$ cat config.mk
export PLATFORM = sky130hd
export DESIGN_NAME = flux_interval_accumulator
export DESIGN_NICKNAME = d
export VERILOG_FILES = /design/src/design/fia_pkg.sv /design/src/design/flux_interval_accumulator.sv /design/src/design/fia_front.sv /design/src/design/fia_queue.sv /design/src/design/fia_back.sv
export VERILOG_INCLUDE_DIRS = /design/src /design/src/design
export SDC_FILE = /design/constraint.sdc
export NUM_CORES = 1
export LEC_CHECK = 0
export CAP_MARGIN = 20
export CORE_AREA = 2 2 223 225
export DETAILED_ROUTE_END_ITERATION = 8
export DIE_AREA = 0 0 225 227
export DONT_BUFFER_PORTS = 1
export PLACE_DENSITY = 0.52
export SYNTH_ARGS = -nofsm -noshare
export SYNTH_HDL_FRONTEND = slang
export SYNTH_HIERARCHICAL = 1
export SYNTH_SLANG_ARGS = --single-unit
$ cat constraint.sdc
create_clock -name clk -period 8 [get_ports clk]
set_clock_uncertainty 0.2 [all_clocks]
set_input_delay 1.2 -clock clk [delete_from_list [all_inputs] [get_ports clk]]
set_output_delay 1.2 -clock clk [all_outputs]
set_load 0.02 [all_outputs]
$ cat src/design/flux_interval_accumulator_assert.svh
// ----------------------------------------------------------------------------
// Assertion macros for the flux interval accumulator
// ----------------------------------------------------------------------------
`ifndef FLUX_INTERVAL_ACCUMULATOR_ASSERT_SVH
`define FLUX_INTERVAL_ACCUMULATOR_ASSERT_SVH

// same-cycle implication, checked outside reset
`define FIA_ASSERT_IMPL(label, ante, cons) \
  label: assert property (@(posedge clk) disable iff (!rst_n) (ante) |-> (cons)) \
    else $error("flux_interval_accumulator: implication failed");

// next-cycle implication, checked outside reset
`define FIA_ASSERT_NEXT(label, ante, cons) \
  label: assert property (@(posedge clk) disable iff (!rst_n) (ante) |=> (cons)) \
    else $error("flux_interval_accumulator: next-cycle implication failed");

`endif

$ cat src/design/fia_pkg.sv
// ----------------------------------------------------------------------------
// fia_pkg
// Shared types and constants of the flux interval accumulator.
// ----------------------------------------------------------------------------
`default_nettype none

package fia_pkg;

  localparam int TIME_W     = 32;
  localparam int WORD_W     = 16;
  localparam int CAP_W      = 20;
  localparam int CNT_OUT_W  = 20;
  localparam int QDEPTH     = 4;
  localparam int QPTR_W     = 2;
  localparam int OUT_DATA_W = 56;
  localparam int CFG_ADDR_W = 3;

  localparam logic [TIME_W-1:0]     MARKER_ADD   = 32'h0001_0000;
  localparam logic [CAP_W-1:0]      CAP_RESET    = 20'hF_FFFF;
  localparam logic [CFG_ADDR_W-1:0] REG_CAPACITY = 3'd0;

  localparam logic KIND_TRANSITION = 1'b0;
  localparam logic KIND_SUMMARY    = 1'b1;
  localparam logic STATUS_OK       = 1'b0;
  localparam logic STATUS_ERROR    = 1'b1;

  // one queued job: a transition beat, a summary beat, or both
  typedef struct packed {
    logic                 trans;
    logic                 summ;
    logic                 status;
    logic [TIME_W-1:0]    tval;
    logic [CNT_OUT_W-1:0] count;
  } fia_entry_t;

endpackage

`default_nettype wire

$ cat src/design/flux_interval_accumulator.sv
// ----------------------------------------------------------------------------
// flux_interval_accumulator
// Turns one revolution of 16-bit flux intervals into absolute transition
// times, with a closing summary per revolution.
// ----------------------------------------------------------------------------
//  channel   dir   handshake           payload
//  in_       in    tvalid/tready       tdata flux_word, tuser first_word,
//                                      tlast last_word
//  out_      out   tvalid/tready       tdata time/count/status, tuser kind,
//                                      tlast last
//  cfg_      in    APB psel/penable    transition_capacity at 0x0
//
//  One flux word per cycle while the queue is not full. A last word with a
//  transition makes two beats, so the back end drains at one beat per cycle
//  while out_tready is high, and a four-entry queue absorbs the difference.
//  Results pass through the queue and then the output register. Reset
//  (synchronous, rst_n low) clears time, count and error and sets capacity
//  to all ones. Each side stalls on its own until the queue fills.
// ----------------------------------------------------------------------------
`default_nettype none

module flux_interval_accumulator #(
  parameter int COUNT_BITS = 20
) (
  input  wire                              clk,
  input  wire                              rst_n,
  input  wire                              in_tvalid,
  output logic                             in_tready,
  input  wire  [fia_pkg::WORD_W-1:0]       in_tdata,   // [15:0] flux_word
  input  wire  [0:0]                       in_tuser,   // [0] first_word
  input  wire                              in_tlast,
  output logic                             out_tvalid,
  input  wire                              out_tready,
  // [31:0] time_value, [51:32] transition_count, [52] status, [55:53] zero
  output logic [fia_pkg::OUT_DATA_W-1:0]   out_tdata,
  output logic [0:0]                       out_tuser,  // [0] kind
  output logic                             out_tlast,
  input  wire                              cfg_psel,
  input  wire                              cfg_penable,
  input  wire                              cfg_pwrite,
  input  wire  [fia_pkg::CFG_ADDR_W-1:0]   cfg_paddr,
  input  wire  [31:0]                      cfg_pwdata,
  output logic [31:0]                      cfg_prdata,
  output logic                             cfg_pready
);
  import fia_pkg::*;

  `include "flux_interval_accumulator_assert.svh"

  logic [CAP_W-1:0] capacity_r, capacity_nxt;
  logic             cfg_write;
  logic             q_full, q_push, q_pop, q_head_valid;
  fia_entry_t       q_entry, q_head;
  logic             back_kind;

  assign cfg_pready = 1'b1;
  assign cfg_write  = cfg_psel && cfg_penable && cfg_pwrite && cfg_pready;

  always_comb begin
    capacity_nxt = capacity_r;
    if (cfg_write && (cfg_paddr == REG_CAPACITY)) begin
      capacity_nxt = cfg_pwdata[CAP_W-1:0];
    end
    cfg_prdata = (cfg_paddr == REG_CAPACITY) ? 32'(capacity_r) : 32'h0;
  end

  always_ff @(posedge clk) begin
    if (!rst_n) begin
      capacity_r <= CAP_RESET;
    end else begin
      capacity_r <= capacity_nxt;
    end
  end

  fia_front #(
    .COUNT_BITS (COUNT_BITS)
  ) u_front (
    .clk        (clk),
    .rst_n      (rst_n),
    .in_valid   (in_tvalid),
    .in_ready   (in_tready),
    .flux_word  (in_tdata),
    .first_word (in_tuser[0]),
    .last_word  (in_tlast),
    .capacity   (capacity_r),
    .q_full     (q_full),
    .q_push     (q_push),
    .q_entry    (q_entry)
  );

  fia_queue u_queue (
    .clk        (clk),
    .rst_n      (rst_n),
    .push       (q_push),
    .push_entry (q_entry),
    .pop        (q_pop),
    .full       (q_full),
    .head_valid (q_head_valid),
    .head_entry (q_head)
  );

  fia_back u_back (
    .clk        (clk),
    .rst_n      (rst_n),
    .head_valid (q_head_valid),
    .head_entry (q_head),
    .pop        (q_pop),
    .out_tvalid (out_tvalid),
    .out_tready (out_tready),
    .out_tdata  (out_tdata),
    .out_tuser  (back_kind),
    .out_tlast  (out_tlast)
  );

  assign out_tuser[0] = back_kind;

  // a transition beat is never an error and never closes the revolution
  `FIA_ASSERT_IMPL(a_trans_plain, out_tvalid && !out_tuser[0], !out_tlast && !out_tdata[52])
  // a transition always carries a nonzero running count
  `FIA_ASSERT_IMPL(a_trans_count, out_tvalid && !out_tuser[0], out_tdata[51:32] != 20'd0)
  // a push is never offered while the queue is full
  `FIA_ASSERT_IMPL(a_no_push_full, q_push, !q_full)

endmodule

`default_nettype wire

$ cat src/design/fia_front.sv
// ----------------------------------------------------------------------------
// fia_front
// Accepts flux words, keeps running time, count and error flag, queues jobs.
// ----------------------------------------------------------------------------
`default_nettype none

module fia_front #(
  parameter int COUNT_BITS = 20
) (
  input  wire                               clk,
  input  wire                               rst_n,
  input  wire                               in_valid,
  output logic                              in_ready,
  input  wire  [fia_pkg::WORD_W-1:0]        flux_word,
  input  wire                               first_word,
  input  wire                               last_word,
  input  wire  [fia_pkg::CAP_W-1:0]         capacity,
  input  wire                               q_full,
  output logic                              q_push,
  output fia_pkg::fia_entry_t               q_entry
);
  import fia_pkg::*;

  localparam int LW = (COUNT_BITS > CAP_W) ? COUNT_BITS : CAP_W;

  logic [TIME_W-1:0]     time_r, time_nxt;
  logic [COUNT_BITS-1:0] count_r, count_nxt;
  logic                  failed_r, failed_nxt;

  logic [TIME_W-1:0]     time_cur;
  logic [COUNT_BITS-1:0] count_cur;
  logic                  failed_cur;
  logic [TIME_W-1:0]     add_v;
  logic [TIME_W:0]       sum_v;
  logic [LW-1:0]         cap_ext, cmax_ext, limit, cnt_ext;
  logic                  accept;

  assign in_ready = !q_full;
  assign accept   = in_valid && in_ready;

  assign cap_ext  = LW'(capacity);
  assign cmax_ext = LW'({COUNT_BITS{1'b1}});
  assign limit    = (cap_ext > cmax_ext) ? cmax_ext : cap_ext;

  always_comb begin
    // a first mark clears state before the word is used
    time_cur   = first_word ? '0 : time_r;
    count_cur  = first_word ? '0 : count_r;
    failed_cur = first_word ? 1'b0 : failed_r;
    add_v      = (flux_word != '0) ? TIME_W'(flux_word) : MARKER_ADD;
    sum_v      = {1'b0, time_cur} + {1'b0, add_v};
    cnt_ext    = LW'(count_cur);

    time_nxt   = time_r;
    count_nxt  = count_r;
    failed_nxt = failed_r;
    q_push     = 1'b0;
    q_entry    = '0;

    if (accept) begin
      time_nxt   = time_cur;
      count_nxt  = count_cur;
      failed_nxt = failed_cur;
      if (!failed_cur) begin
        if (sum_v[TIME_W]) begin
          failed_nxt     = 1'b1;
          q_push         = 1'b1;
          q_entry.summ   = 1'b1;
          q_entry.status = STATUS_ERROR;
          q_entry.tval   = time_cur;
          q_entry.count  = CNT_OUT_W'(count_cur);
        end else begin
          time_nxt     = sum_v[TIME_W-1:0];
          q_entry.tval = sum_v[TIME_W-1:0];
          if (flux_word != '0) begin
            if (cnt_ext >= limit) begin
              failed_nxt     = 1'b1;
              q_push         = 1'b1;
              q_entry.summ   = 1'b1;
              q_entry.status = STATUS_ERROR;
              q_entry.count  = CNT_OUT_W'(count_cur);
            end else begin
              count_nxt      = count_cur + 1'b1;
              q_push         = 1'b1;
              q_entry.trans  = 1'b1;
              q_entry.summ   = last_word;
              q_entry.status = STATUS_OK;
              q_entry.count  = CNT_OUT_W'(count_nxt);
            end
          end else begin
            q_push         = last_word;
            q_entry.summ   = last_word;
            q_entry.status = STATUS_OK;
            q_entry.count  = CNT_OUT_W'(count_cur);
          end
        end
      end
    end
  end

  always_ff @(posedge clk) begin
    if (!rst_n) begin
      time_r   <= '0;
      count_r  <= '0;
      failed_r <= 1'b0;
    end else begin
      time_r   <= time_nxt;
      count_r  <= count_nxt;
      failed_r <= failed_nxt;
    end
  end

endmodule

`default_nettype wire

$ cat src/design/fia_queue.sv
// ----------------------------------------------------------------------------
// fia_queue
// Short job queue between front and back.
// ----------------------------------------------------------------------------
`default_nettype none

module fia_queue (
  input  wire                  clk,
  input  wire                  rst_n,
  input  wire                  push,
  input  fia_pkg::fia_entry_t  push_entry,
  input  wire                  pop,
  output logic                 full,
  output logic                 head_valid,
  output fia_pkg::fia_entry_t  head_entry
);
  import fia_pkg::*;

  fia_entry_t        mem_r [QDEPTH];
  logic [QPTR_W-1:0] wr_ptr_r, wr_ptr_nxt;
  logic [QPTR_W-1:0] rd_ptr_r, rd_ptr_nxt;
  logic [QPTR_W:0]   fill_r, fill_nxt;
  logic              do_push, do_pop;

  assign full       = (fill_r == (QPTR_W+1)'(QDEPTH));
  assign head_valid = (fill_r != '0);
  assign head_entry = mem_r[rd_ptr_r];
  assign do_push    = push && !full;
  assign do_pop     = pop && head_valid;

  always_comb begin
    wr_ptr_nxt = do_push ? wr_ptr_r + 1'b1 : wr_ptr_r;
    rd_ptr_nxt = do_pop  ? rd_ptr_r + 1'b1 : rd_ptr_r;
    fill_nxt   = fill_r;
    if (do_push && !do_pop) begin
      fill_nxt = fill_r + 1'b1;
    end else if (do_pop && !do_push) begin
      fill_nxt = fill_r - 1'b1;
    end
  end

  always_ff @(posedge clk) begin
    if (do_push) begin
      mem_r[wr_ptr_r] <= push_entry;
    end
  end

  always_ff @(posedge clk) begin
    if (!rst_n) begin
      wr_ptr_r <= '0;
      rd_ptr_r <= '0;
      fill_r   <= '0;
    end else begin
      wr_ptr_r <= wr_ptr_nxt;
      rd_ptr_r <= rd_ptr_nxt;
      fill_r   <= fill_nxt;
    end
  end

endmodule

`default_nettype wire

$ cat src/design/fia_back.sv
// ----------------------------------------------------------------------------
// fia_back
// Expands queued jobs into result beats through the output register.
// ----------------------------------------------------------------------------
`default_nettype none

module fia_back (
  input  wire                              clk,
  input  wire                              rst_n,
  input  wire                              head_valid,
  input  fia_pkg::fia_entry_t              head_entry,
  output logic                             pop,
  output logic                             out_tvalid,
  input  wire                              out_tready,
  output logic [fia_pkg::OUT_DATA_W-1:0]   out_tdata,
  output logic                             out_tuser,
  output logic                             out_tlast
);
  import fia_pkg::*;

  logic                  valid_r, valid_nxt;
  logic                  phase_r, phase_nxt;
  logic                  kind_r;
  logic                  status_r;
  logic [TIME_W-1:0]     tval_r;
  logic [CNT_OUT_W-1:0]  count_r;
  logic                  load;
  logic                  beat_is_sum;

  // second beat of a job is always its summary
  assign beat_is_sum = !head_entry.trans || phase_r;
  assign load        = head_valid && (!valid_r || out_tready);
  assign pop         = load && (beat_is_sum || !head_entry.summ);

  always_comb begin
    valid_nxt = valid_r;
    phase_nxt = phase_r;
    if (load) begin
      valid_nxt = 1'b1;
      phase_nxt = !pop;
    end else if (out_tready) begin
      valid_nxt = 1'b0;
    end
  end

  always_ff @(posedge clk) begin
    if (!rst_n) begin
      valid_r <= 1'b0;
      phase_r <= 1'b0;
    end else begin
      valid_r <= valid_nxt;
      phase_r <= phase_nxt;
    end
  end

  always_ff @(posedge clk) begin
    if (load) begin
      kind_r   <= beat_is_sum ? KIND_SUMMARY : KIND_TRANSITION;
      status_r <= beat_is_sum ? head_entry.status : STATUS_OK;
      tval_r   <= head_entry.tval;
      count_r  <= head_entry.count;
    end
  end

  assign out_tvalid = valid_r;
  assign out_tuser  = kind_r;
  assign out_tlast  = (kind_r == KIND_SUMMARY);
  assign out_tdata  = {3'b000, status_r, count_r, tval_r};

endmodule

`default_nettype wire

# After elaboration in Yosys (flattened, before gate mapping)
# Memory sizes are Yosys's and may differ from the RTL's. A register that Yosys moved wholly into a read port is not among the register bits.
# Index checks and enable logic that the tools add are counted.
# totals
ff_bits	136
ramBits	220
inputBits	60
out_inout_bits	93
word_cells	85
n_memories	1
# classes
add_sub_neg	6
n_lt_le_gt_ge	2
n_eq_ne	1
n_mux	37
n_reduce_logical	25
# mem_list
memory	depth	word_bits	read_ports	rd_ports_with_merged_regs	wr	line	rtl
u_queue.mem_r	4	55	1	1	1	fia_queue.sv:19	fia_entry_t mem_r [QDEPTH];
# op_table
operator	n
$mux W20	7
$mux W55	2
$mux W32	3
$mux W54	1
$add A32 B32 Y33	1
$add A20 B1 Y20 const B	1
$ge A20 B20 Y1	1
$gt A20 B20 Y1 const B	1
$mux W1	17
$mux W17	1
$reduce_bool A16 Y1	1
$logic_and A1 B1 Y1	10
$mux W2	4
$logic_not A1 Y1	7
$mux W3	2
$add A2 B1 Y2 const B	2
$reduce_bool A2 Y1	2
$add A3 B1 Y3 const B	1
$eq A3 B3 Y1 const B	1
$logic_not A3 Y1	1
$logic_or A1 B1 Y1	3
$reduce_bool A3 Y1	1
$sub A3 B1 Y3 const B	1

# Logic depth before layout (Yosys ltp)
# Gate-level depths: netlist (run 1).
# logic_depth
depth_word	11
mapped_depth	20
ltp_nobuf	16

# Modules after synthesis
# The synthesis (run 1) kept the hierarchy.
# modules_own_cells
module	n_inst	cells_each	area_per_inst_um2	seq_area_each_um2
fia_queue	1	335	8470.6	6786.5
fia_front	1	800	5546.6	1061.0
fia_back	1	74	1783.0	1661.6
flux_interval_accumulator	1	130	1064.8	400.4

# Least setup slack after synthesis (run 1)
# OpenSTA, ideal clock, no wires.
# synth_path
path_kind	input to register
from	input port in_tuser
to	memory u_queue/mem_r[0][0] in the netlist's numbering (enable)
setup_ps	419
arrival_time_ps	5422
required_time_ps	7381
slack_ps	1960
stages	14
n_path_buf	5
cell_sequence	clkbuf_1 > buf_1 > clkbuf_1 > nor2b_1 > ha_1 > and4_1 > nand4_1 > a211o_1 > a31o_2 > clkbuf_1 > a31oi_1 > nor2b_1 > buf_2 > and2_1
# synth_via
elab_chain_len	8
elab_cells_between_ends	9
classes_between	add/sub (1); mux (7); reduce/logical (1)
# synth_rtl
item	line	rtl
start: declaration	flux_interval_accumulator.sv:30	input wire [0:0] in_tuser,
$mux W32	fia_front.sv:47	time_cur = first_word ? '0 : time_r;
$add A32 B32 Y33	fia_front.sv:51	sum_v = {1'b0, time_cur} + {1'b0, add_v};
$mux W1	fia_front.sv:65	if (sum_v[TIME_W]) begin
$mux W1 *	fia_front.sv:64	if (!failed_cur) begin
$mux W1 *	fia_front.sv:60	if (accept) begin
via q_push	flux_interval_accumulator.sv:52	logic q_full, q_push, q_pop, q_head_valid;
$logic_and A1 B1 Y1 *	fia_queue.sv:28	assign do_push = push && !full;
via u_queue.do_push	fia_queue.sv:23	logic do_push, do_pop;
$mux W1 *	fia_queue.sv:43	if (do_push) begin
$mux W1 (not written as such) *	fia_queue.sv:44	mem_r[wr_ptr_r] <= push_entry;
end: declaration	fia_queue.sv:19	
# Mark *: on every way through the listed nets, which the timed path passes. The rest lies on a longest branch.

# Worst setup path after layout (run 1)
# layout_path
from	input port in_tdata[1] in the netlist's numbering
to	register u_queue.fill_r[2]
# layout_via
elab_chain_len	10
elab_cells_between_ends	13
classes_between	add/sub (1); mux (6); reduce/logical (6)
# layout_rtl
item	line	rtl
start: declaration	flux_interval_accumulator.sv:29	input wire [fia_pkg::WORD_W-1:0] in_tdata,
$reduce_bool A16 Y1	fia_front.sv:50, fia_front.sv:75	
$mux W17	fia_front.sv:50	add_v = (flux_word != '0) ? TIME_W'(flux_word) : MARKER_ADD;
$add A32 B32 Y33	fia_front.sv:51	
$mux W1 *	fia_front.sv:65	
$mux W1 *	fia_front.sv:64	
$mux W1 *	fia_front.sv:60	
via q_push	flux_interval_accumulator.sv:52	
$logic_and A1 B1 Y1 *	fia_queue.sv:28	
$logic_not A1 Y1	fia_queue.sv:37	end else if (do_pop && !do_push) begin
$logic_and A1 B1 Y1	fia_queue.sv:37	
$reduce_bool A2 Y1 (no source line)	--	
end signal: assignment	fia_queue.sv:56	fill_r <= fill_nxt;
end: declaration	fia_queue.sv:22	logic [QPTR_W:0] fill_r, fill_nxt;
# Marks and branches as above.
# A chain may end at the register's enable or synchronous reset.

==> results of run 1 <==
==> routing by layer <==
metal  share of wire, %  track usage, %
met1                 47            21.9
met2                 46            24.5
met3                4.3            2.94
met4                2.1            4.17
met5                  0               0
==> cell usage after synthesis (4+ instances only) <==
| library cell | instances | area share, % |
|---|---|---|
| o21a_1 | 6 | 0.27 |
| inv_1 | 61 | 1.4 |
| nor3b_1 | 6 | 0.27 |
| a31oi_1 | 12 | 0.45 |
| buf_12 | 5 | 0.59 |
| a21boi_0 | 6 | 0.27 |
| nand2_1 | 114 | 2.5 |
| edfxtp_1 | 274 | 49 |
| nor2b_1 | 47 | 1.7 |
| a21oi_1 | 55 | 1.6 |
| and3_1 | 6 | 0.22 |
| nand4b_1 | 6 | 0.31 |
| buf_2 | 14 | 0.42 |
| nor3_2 | 8 | 0.47 |
| clkbuf_1 | 64 | 1.4 |
| o21ai_0 | 55 | 1.6 |
| mux4_2 | 55 | 7.3 |
| a21o_1 | 7 | 0.31 |
| a211oi_1 | 6 | 0.27 |
| nor3_1 | 16 | 0.47 |
| buf_6 | 6 | 0.40 |
| buf_4 | 18 | 0.80 |
| and4_1 | 4 | 0.21 |
| dfxtp_1 | 84 | 10 |
| nor2_1 | 74 | 1.6 |
| mux2i_1 | 12 | 0.71 |
| and2_1 | 32 | 1.2 |
| nand4_1 | 23 | 0.85 |
| nor4_1 | 20 | 0.74 |
| o311ai_1 | 21 | 1.1 |
| xnor2_1 | 35 | 1.8 |
| o211ai_1 | 13 | 0.58 |
| ha_1 | 43 | 3.2 |
| or3_1 | 16 | 0.59 |
| nand3_1 | 36 | 1.1 |
| xor2_1 | 4 | 0.21 |
==> report_power, final <==
part	switching, mW	internal (mW)	total, mW	leakage (nW)
Combinational	0.581	0.392	0.973	2.48
Clock	0.768	1.13	1.90	0.676
Sequential	0.349	2.49	2.84	3.21
Total	1.70	4.01	5.71	6.37
==> state kept, by name (all words and copies together) (netlist names), 2 cells and up, named ones only <==
| name | count |
|---|---|
| u_queue/mem_r | 220 |
| u_back/tval_r | 32 |
| u_front/time_r | 32 |
| capacity_r | 20 |
| u_back/count_r | 20 |
| u_front/count_r | 20 |
| u_queue/fill_r | 3 |
| u_queue/rd_ptr_r | 2 |
| u_queue/wr_ptr_r | 2 |
==> through the flow <==
step / setup slack (ns) / power, mW
6_report: 2.11 / 5.71
5_1_grt: 1.81 / 5.97
4_1_cts: 2.19 / 5.81
3_5_place_dp: 1.61 / 3.89
3_3_place_gp: 1.60 / 3.87
2_1_floorplan: 1.96 / 3.62
==> cell type report <==
type,count,area [um2],share of cell area [%]
clock buffer,53,1120,6.03
tap,622,778,4.18
multi-input combinational,820,6160,33.1
sequential,358,9910,53.2
timing repair buffer,16,165,0.887
inverter,61,229,1.23
clock inverter,21,250,1.34
==> kinds of logic after synthesis <==
logic type	count (synthesis)	share of synthesized area, %
xor gates and xnor gates	39	2.03
adders and majority gates	45	3.43
muxes	67	8.06
and+or+nand+nor	431	13.8
buffers and inverters	174	5.15
other	3	0.0668
DFF	358	58.8
AOI/OAI and AO/OA	222	8.74
==> tightest hold or removal path: stages, from the launching register on <==
cell	delay, ns
dfxtp_1	0.30
nand2_1	0.05
a21oi_1	0.05
==> how the worst max path moves through the flow <==
| stage | from | to | slack, ns | cells after the start |
|---|---|---|---|---|
| 3_5_place_dp | in_tdata[1] | u_queue/fill_r[2] | 1.61 | 16 |
| 6_report | in_tdata[1] | u_queue/fill_r[2] | 2.11 | 16 |
| 2_1_floorplan | in_tuser | u_queue/mem_r[0][0] | 1.96 | 14 |
| 3_3_place_gp | in_tdata[10] | u_queue/fill_r[2] | 1.60 | 16 |
| 4_1_cts | in_tdata[1] | u_queue/fill_r[2] | 2.19 | 16 |
| 5_1_grt | in_tdata[10] | u_queue/fill_r[2] | 1.81 | 16 |
==> impl_metrics.json, run 1 <==
{
  "drtIter0Drc": 639,
  "first_global_vias": 10000,
  "cpMaxStageDelayCell": "a31o_2",
  "r2r_cells": 14,
  "critPathKind": "in -> reg",
  "initial_core_util_pct": 34.7,
  "grt-ovfl-total": 0,
  "htree_levels": 2,
  "yosysUniqueCellTypes": 80,
  "clock_sinks": 358,
  "wl_per_cell_um": 20.1,
  "synth-edff-count": 274,
  "crit_chain": "nor4_1, nand4_1, inv_1, ha_1, o211ai_1, nor4_1, nand4_1, a31o_2, a31oi_1, nor2b_1, ha_1, inv_1, fa_1, xor2_1, or3_1, a21boi_0",
  "worstMarginPinSlew_ns": 0.970,
  "drt_pass1_iterations": 5,
  "grt_pass1_wl_um": 60800,
  "wirelength_um": 39200,
  "post-route-util_pct": 38.4,
  "grt_max_degree": 82,
  "worst_r2r_endpoint": "u_queue/fill_r[2]",
  "root_buffer": "clkbuf_16",
  "diodes": 0,
  "clk_latency_ns": 0.56,
  "reg2reg_slack_ns": 3.11,
  "async_reset_ff_share_pct": 0,
  "synth_area_um2": 16900,
  "finalSetupTns_ns": 0,
  "setup_violations": 0,
  "final_nets": 1403,
  "drc_errors": 0,
  "period_share_pct": 73.6,
  "finalNonFillerCells": 1951,
  "min_path_type": "reg -> reg",
  "rsz0062_at_grt": "no",
  "area_growth_pct": 10.4,
  "final_max_slew_viol_count": 0,
  "timing.final.crit_period_ns": 5.89,
  "cap_violations": 0,
  "drive_gt1_share_pct": 13.0,
  "num_vias": 10300,
  "avgSynthCellArea_um2": 12.6,
  "fp.dieW_um": 225,
  "power_density_nw_per_um2": 307,
  "holdBufCountCts": 0,
  "synth_flop_cell": "edfxtp_1",
  "clk_pin_slew_worst_paths_ns": 0.06,
  "dpl_cell_area_um2": 17300,
  "timing.critical_path.buf_inv": 2,
  "die_h_um": 227,
  "p_leak_nw": 6.37,
  "antenna_found_initial": 0,
  "ant_nets": 0,
  "maxSlewHeadroom_pct": 35.1,
  "postSynthCellCount": 1339,
  "peakVddDrop_mv": 0.144,
  "hold_ws_ns": 0.249,
  "coreArea_um2": 48500,
  "die_area_um2": 51100,
  "slowest_delay_ns": 0.52,
  "hold_viol_final": 0,
  "layout_common_cells": "edfxtp_1 (274), nand2_1 (114), dfxtp_1 (82)",
  "gp_congestion": 0.845,
  "std_cell_rows": 81,
  "placedCellCount": 1877,
  "fillers": 4552,
  "worstPathRequired_ns": 8.29,
  "layout_commonest_cell": "edfxtp_1",
  "yosysSeqAreaShare_pct": 58.8,
  "ctsResizeCount": 0,
  "status": "complete, no violations",
  "clock_path_buffers": 3,
  "cts_buffers": 41,
  "vias_per_cell": 5.28,
  "port_buffers": 0,
  "design_area_um2": 18600,
  "fmax_ghz": 0.170,
  "num_io_pins": 153,
  "yosys_warnings": 6,
  "post_cts_buffers": 0,
  "cts_tree": "done",
  "grtUsageTotal_pct": 15.5,
  "hp-start": "u_front/time_r[6]",
  "startpoint_type": "primary input",
  "reg2reg_from": "u_front/time_r[16]",
  "min_delay_worst_endpoint": "u_front/time_r[6]",
  "synth_seq_cells": 358,
  "min_path_cells": 2,
  "cp-end-kind": "flop",
  "hpwl_um": 25400,
  "crit_arrival_ns": 6.17,
  "cp_max_fo": 15,
  "critPathTopFamily": "simple AND/OR/NAND/NOR gates"
}
No activity file was read; power rests on OpenSTA's default activity.
==> run 2, diff against run 1 <==
==> constraint.sdc (replaced) <==
create_clock -name clk -period 5.98 [get_ports clk]
set_clock_uncertainty 0.2 [all_clocks]
set_input_delay 0.897 -clock clk [delete_from_list [all_inputs] [get_ports clk]]
set_output_delay 0.897 -clock clk [all_outputs]
set_load 0.02 [all_outputs]
==> run 2 against run 1 <==
Global-route usage rose by 0.060 points; hold slack lost 0.0022 ns; combinational power increased by 39%; clock power increased by 36%; largest cell class unchanged; largest power group unchanged; final cell count increased by 0.77%; critical endpoint unchanged; sequential cell count did not move.
==> impl_metrics.json, run 2 (synthesis results as in run 1) <==
{
  "grtUsageTotal_pct": 15.6,
  "clk_pin_slew_worst_paths_ns": 0.06,
  "antenna_found_initial": 0,
  "vias_per_cell": 5.27,
  "p_leak_nw": 6.45,
  "num_io_pins": 153,
  "hold_ws_ns": 0.246,
  "fillers": 4579,
  "die_h_um": 227,
  "drt_pass1_iterations": 5,
  "grt_max_degree": 82,
  "finalSetupTns_ns": 0,
  "holdBufCountCts": 0,
  "hpwl_um": 26600,
  "clock_path_buffers": 3,
  "hold_viol_final": 0,
  "maxSlewHeadroom_pct": 28.6,
  "port_buffers": 0,
  "die_area_um2": 51100,
  "peakVddDrop_mv": 0.226,
  "power_density_nw_per_um2": 410,
  "ctsResizeCount": 0,
  "fmax_ghz": 0.214,
  "setup_violations": 0,
  "coreArea_um2": 48500,
  "startpoint_type": "primary input",
  "worstMarginPinSlew_ns": 1.07,
  "area_growth_pct": 11.5,
  "reg.largest.list": "u_queue/mem_r x220, u_back/tval_r x32, u_front/time_r x32",
  "drtIter0Drc": 791,
  "cp-end-kind": "flop",
  "period_share_pct": 78.1,
  "use_met3_pct": 2.75,
  "final_nets": 1416,
  "switchingPower_mw": 2.29,
  "pwr-share-seq_pct": 49.0,
  "grt-busiest-layer": "met2",
  "std_cell_rows": 81,
  "htree_levels": 2,
  "p_comb_share_pct": 17.5,
  "status": "complete, no violations",
  "drc_errors": 0,
  "cp_max_fo": 15,
  "wirelength_um": 39500,
  "power_frac_clock_pct": 33.5,
  "ant_nets": 0,
  "largest_reg_flops": 220,
  "wl_per_cell_um": 20.1,
  "diodes": 0,
  "clk_latency_ns": 0.57,
  "p_int_mw": 5.43,
  "power.share.switching_pct": 29.7,
  "cap_violations": 0,
  "rsz0062_at_grt": "no",
  "layout_commonest_cell": "edfxtp_1",
  "root_buffer": "clkbuf_16",
  "grt-ovfl-total": 0,
  "drive_gt1_share_pct": 13.9,
  "gr-usage-met2_pct": 25.2,
  "first_global_vias": 10200,
  "critPathKind": "in -> reg",
  "grt_pass1_wl_um": 60700,
  "regMostFlops": "u_queue/mem_r",
  "initial_core_util_pct": 34.7,
  "crit_arrival_ns": 4.97,
  "seqCellArea_um2": 9910,
  "met1_usage_pct": 21.3,
  "worstPathRequired_ns": 6.28,
  "num_vias": 10400,
  "layout_common_cells": "edfxtp_1 (274), nand2_1 (114), dfxtp_1 (82)",
  "timing.final.crit_period_ns": 4.67,
  "cts_buffers": 41,
  "multiInputGateArea_um2": 6160,
  "gp_congestion": 0.860,
  "final_max_slew_viol_count": 0,
  "fp.dieW_um": 225,
  "min_path_type": "in -> reg",
  "cts_tree": "done",
  "post_cts_buffers": 0,
  "clock_sinks": 358
}
==> run 2: worst max-delay path, cell delays in order <==
cell and delay [ns]:
nor4_1 0.32, nand4_1 0.38, inv_1 0.18, ha_1 0.23
o211ai_1 0.11, nor4_1 0.25, nand4_1 0.16, a31o_2 0.39
a31oi_1 0.44, nor2b_1 0.24, ha_1 0.21, inv_1 0.07
fa_1 0.43, xor2_1 0.17, or3_1 0.30, a21boi_0 0.17
==> run 2: path summary, 6_finish.rpt <==
kind,startpoint,to,slack (ns),cells after the start
hold reg to reg,u_front/time_r[13],u_front/time_r[13],0.25,2
setup reg to reg,u_front/time_r[0],u_queue/fill_r[2],1.51,15
setup / recovery,in_tdata[10],u_queue/fill_r[2],1.31,16
hold / removal,rst_n,capacity_r[3],0.25,1
==> run 2: metrics by stage <==
step | instances | setup WS [ns] | cell area, um2 | utilization, % | power (mW)
floorplan | 1352 | 0.243 | 16900 | - | 4.84
global placement | 1889 | 0.721 | 17400 | 35.8 | 5.20
detailed placement | 1890 | 0.692 | 17400 | 35.8 | 5.24
CTS | 1966 | 1.28 | 18800 | 38.7 | 7.85
global route | 1966 | 1.13 | 18800 | 38.7 | 8.08
finish | 1966 | 1.31 | 18800 | 38.7 | 7.71
==> run 2: area by class of cell <==
type | count | area share, %
clock buffer | 49 | 5.84
clock inverter | 27 | 1.60
inverter | 61 | 1.22
multi-input combinational | 820 | 32.8
sequential | 358 | 52.7
tap | 622 | 4.14
timing repair buffer | 29 | 1.66
==> run 2: routing by layer <==
| layer | wire (um) | share of wire (%) |
|---|---|---|
| met2 | 18600 | 47 |
| met4 | 954 | 2.4 |
| met1 | 18000 | 46 |
| met3 | 1930 | 4.9 |
| met5 | 0 | 0 |
==> run 2: power groups by stage <==
stage / Sequential, mW / Combinational, mW / Clock [mW]
after detailed placement: 3.85 / 1.39 / 0
after CTS: 3.80 / 1.39 / 2.66
final: 3.78 / 1.35 / 2.58
after global routing: 3.83 / 1.49 / 2.76
after global placement: 3.83 / 1.37 / 0
after floorplan: 3.74 / 1.10 / 0
==> run 3, diff against run 2 <==
==> constraint.sdc (replaced) <==
create_clock -name clk -period 4.3 [get_ports clk]
set_clock_uncertainty 0.2 [all_clocks]
set_input_delay 0.645 -clock clk [delete_from_list [all_inputs] [get_ports clk]]
set_output_delay 0.645 -clock clk [all_outputs]
set_load 0.02 [all_outputs]
==> run 3 against run 2 <==
Critical path depth did not move; clock power rose by 31%; worst setup slack got worse by 0.82 ns; global-route usage rose by 0.38 points; sequential share of layout area fell by 0.58 points; sequential power rose by 39%; routed wire length rose by 1.8%; power rose by 37%; count of clock-buffer cells in the layout rose by 6.
==> impl_metrics.json, run 3 (synthesis results as in run 1) <==
{
  "worstMarginPinSlew_ns": 0.976,
  "cp_max_fo": 3,
  "grt_max_degree": 71,
  "min_path_type": "in -> reg",
  "post_cts_buffers": 0,
  "layout_common_cells": "edfxtp_1 (274), nand2_1 (114), dfxtp_1 (82)",
  "cp-end-kind": "flop",
  "drt_pass1_iterations": 5,
  "layout_commonest_cell": "edfxtp_1",
  "vias_per_cell": 5.30,
  "regMostFlops": "u_queue/mem_r",
  "reg.largest.list": "u_queue/mem_r x220, u_back/tval_r x32, u_front/time_r x32",
  "drtIter0Drc": 671,
  "rsz0062_at_grt": "no",
  "fp.dieW_um": 225,
  "final_nets": 1442,
  "status": "complete, no violations",
  "maxSlewHeadroom_pct": 35.0,
  "reg2reg_slack_ns": 0.55,
  "clk_pin_slew_worst_paths_ns": 0.06,
  "area_growth_pct": 12.7,
  "critPathKind": "in -> reg",
  "hp-start": "cfg_pwdata[12]",
  "cts_buffers": 41,
  "power.total_mw": 10.6,
  "dpl_cell_area_um2": 17600,
  "worstPathRequired_ns": 4.59,
  "die_area_um2": 51100,
  "cap_violations": 0,
  "drc_errors": 0,
  "finalSetupTns_ns": 0,
  "crit_arrival_ns": 4.10,
  "clock_path_buffers": 3,
  "design_area_um2": 19000,
  "largest_reg_flops": 220,
  "num_io_pins": 153,
  "hold_viol_final": 0,
  "hpwl_um": 26900,
  "pre_cts_ws_ns": -0.0297,
  "timing.final.crit_period_ns": 3.81,
  "fillers": 4570,
  "grt_pass1_wl_um": 61800,
  "reg2reg_from": "u_front/time_r[1]",
  "cts_tree": "done",
  "ant_nets": 0,
  "std_cell_rows": 81,
  "peakVddDrop_mv": 0.278,
  "clock_sinks": 358,
  "wirelength_um": 40200,
  "final_max_slew_viol_count": 0,
  "holdBufCountCts": 3,
  "antenna_found_initial": 2,
  "die_h_um": 227,
  "setup_violations": 0,
  "drive_gt1_share_pct": 15.8,
  "grt-ovfl-total": 0,
  "htree_levels": 2,
  "p_leak_nw": 6.54,
  "initial_core_util_pct": 34.7,
  "period_share_pct": 88.6,
  "startpoint_type": "primary input",
  "wl_per_cell_um": 20.2,
  "worstSetupStartpoint": "in_tdata[1]",
  "gp_congestion": 0.790,
  "num_vias": 10600,
  "power_density_nw_per_um2": 557,
  "fmax_ghz": 0.262,
  "clk_latency_ns": 0.56,
  "first_global_vias": 10200,
  "root_buffer": "clkbuf_16",
  "coreArea_um2": 48500,
  "grtUsageTotal_pct": 15.9,
  "port_buffers": 0,
  "worst_slack_ns": 0.489,
  "ctsResizeCount": 0
}
==> run 3: cell count changes in the layout (fill, tap and decap cells not counted), sizes merged, moves of 2 or more <==
cell	change
clkinv	-4
dlygate4sd3	+3
diode	+2
buf	+23
clkbuf	+6
bufinv	-3
==> run 3: layout make-up <==
cell class / count / area [um2] / share of cell area [%]
Multi-Input combinational cell: 820 / 6220 / 32.7
Sequential cell: 358 / 9910 / 52.2
Antenna cell: 2 / 5.00 / 0.0263
Clock buffer: 55 / 1140 / 5.99
Clock inverter: 20 / 176 / 0.928
Inverter: 61 / 229 / 1.20
Tap cell: 622 / 778 / 4.09
Timing Repair Buffer: 55 / 548 / 2.88
==> run 3: where the power goes <==
part           switching, mW  internal (mW)
Clock                   1.39           1.99
Sequential             0.608           4.63
Combinational           1.14          0.829
==> run 3: worst paths after layout <==
check	endpoint	depth (start not counted)
min	capacity_r[12]	2
max	u_queue/fill_r[2]	16
max reg2reg	u_queue/fill_r[2]	14
min reg2reg	u_front/time_r[13]	2
==> run 3: critical path, cell delays in order <==
cell      delay [ns]
nor4_1          0.39
nand4_1         0.32
inv_1           0.18
ha_1            0.18
o211ai_1        0.11
nor4_1          0.28
nand4_1         0.18
a31o_4          0.24
a31oi_1         0.11
nor2b_1         0.32
ha_4            0.19
inv_1           0.05
fa_2            0.33
xor2_1          0.15
or3_1           0.30
a21boi_1        0.12
==> run 3: per-layer routing <==
| metal | vias up | GRT usage, % | wire (um) |
|---|---|---|---|
| li1 | 4964 | - | - |
| met1 | 5327 | 21.6 | 18600 |
| met2 | 225 | 26.2 | 19200 |
| met3 | 53 | 2.80 | 1560 |
| met4 | 0 | 4.96 | 835 |
| met5 | - | 0 | 0 |
==> run 3: through the flow <==
stage | util, % | hold WS [ns] | std cells
detailed placement | 36.3 | 0.244 | 1912
floorplan | - | 0.232 | 1352
global placement | 36.3 | 0.239 | 1911
finish | 39.2 | 0.0616 | 1993
CTS | 39.1 | 0.00638 | 1990
global route | 39.2 | 0.0231 | 1993
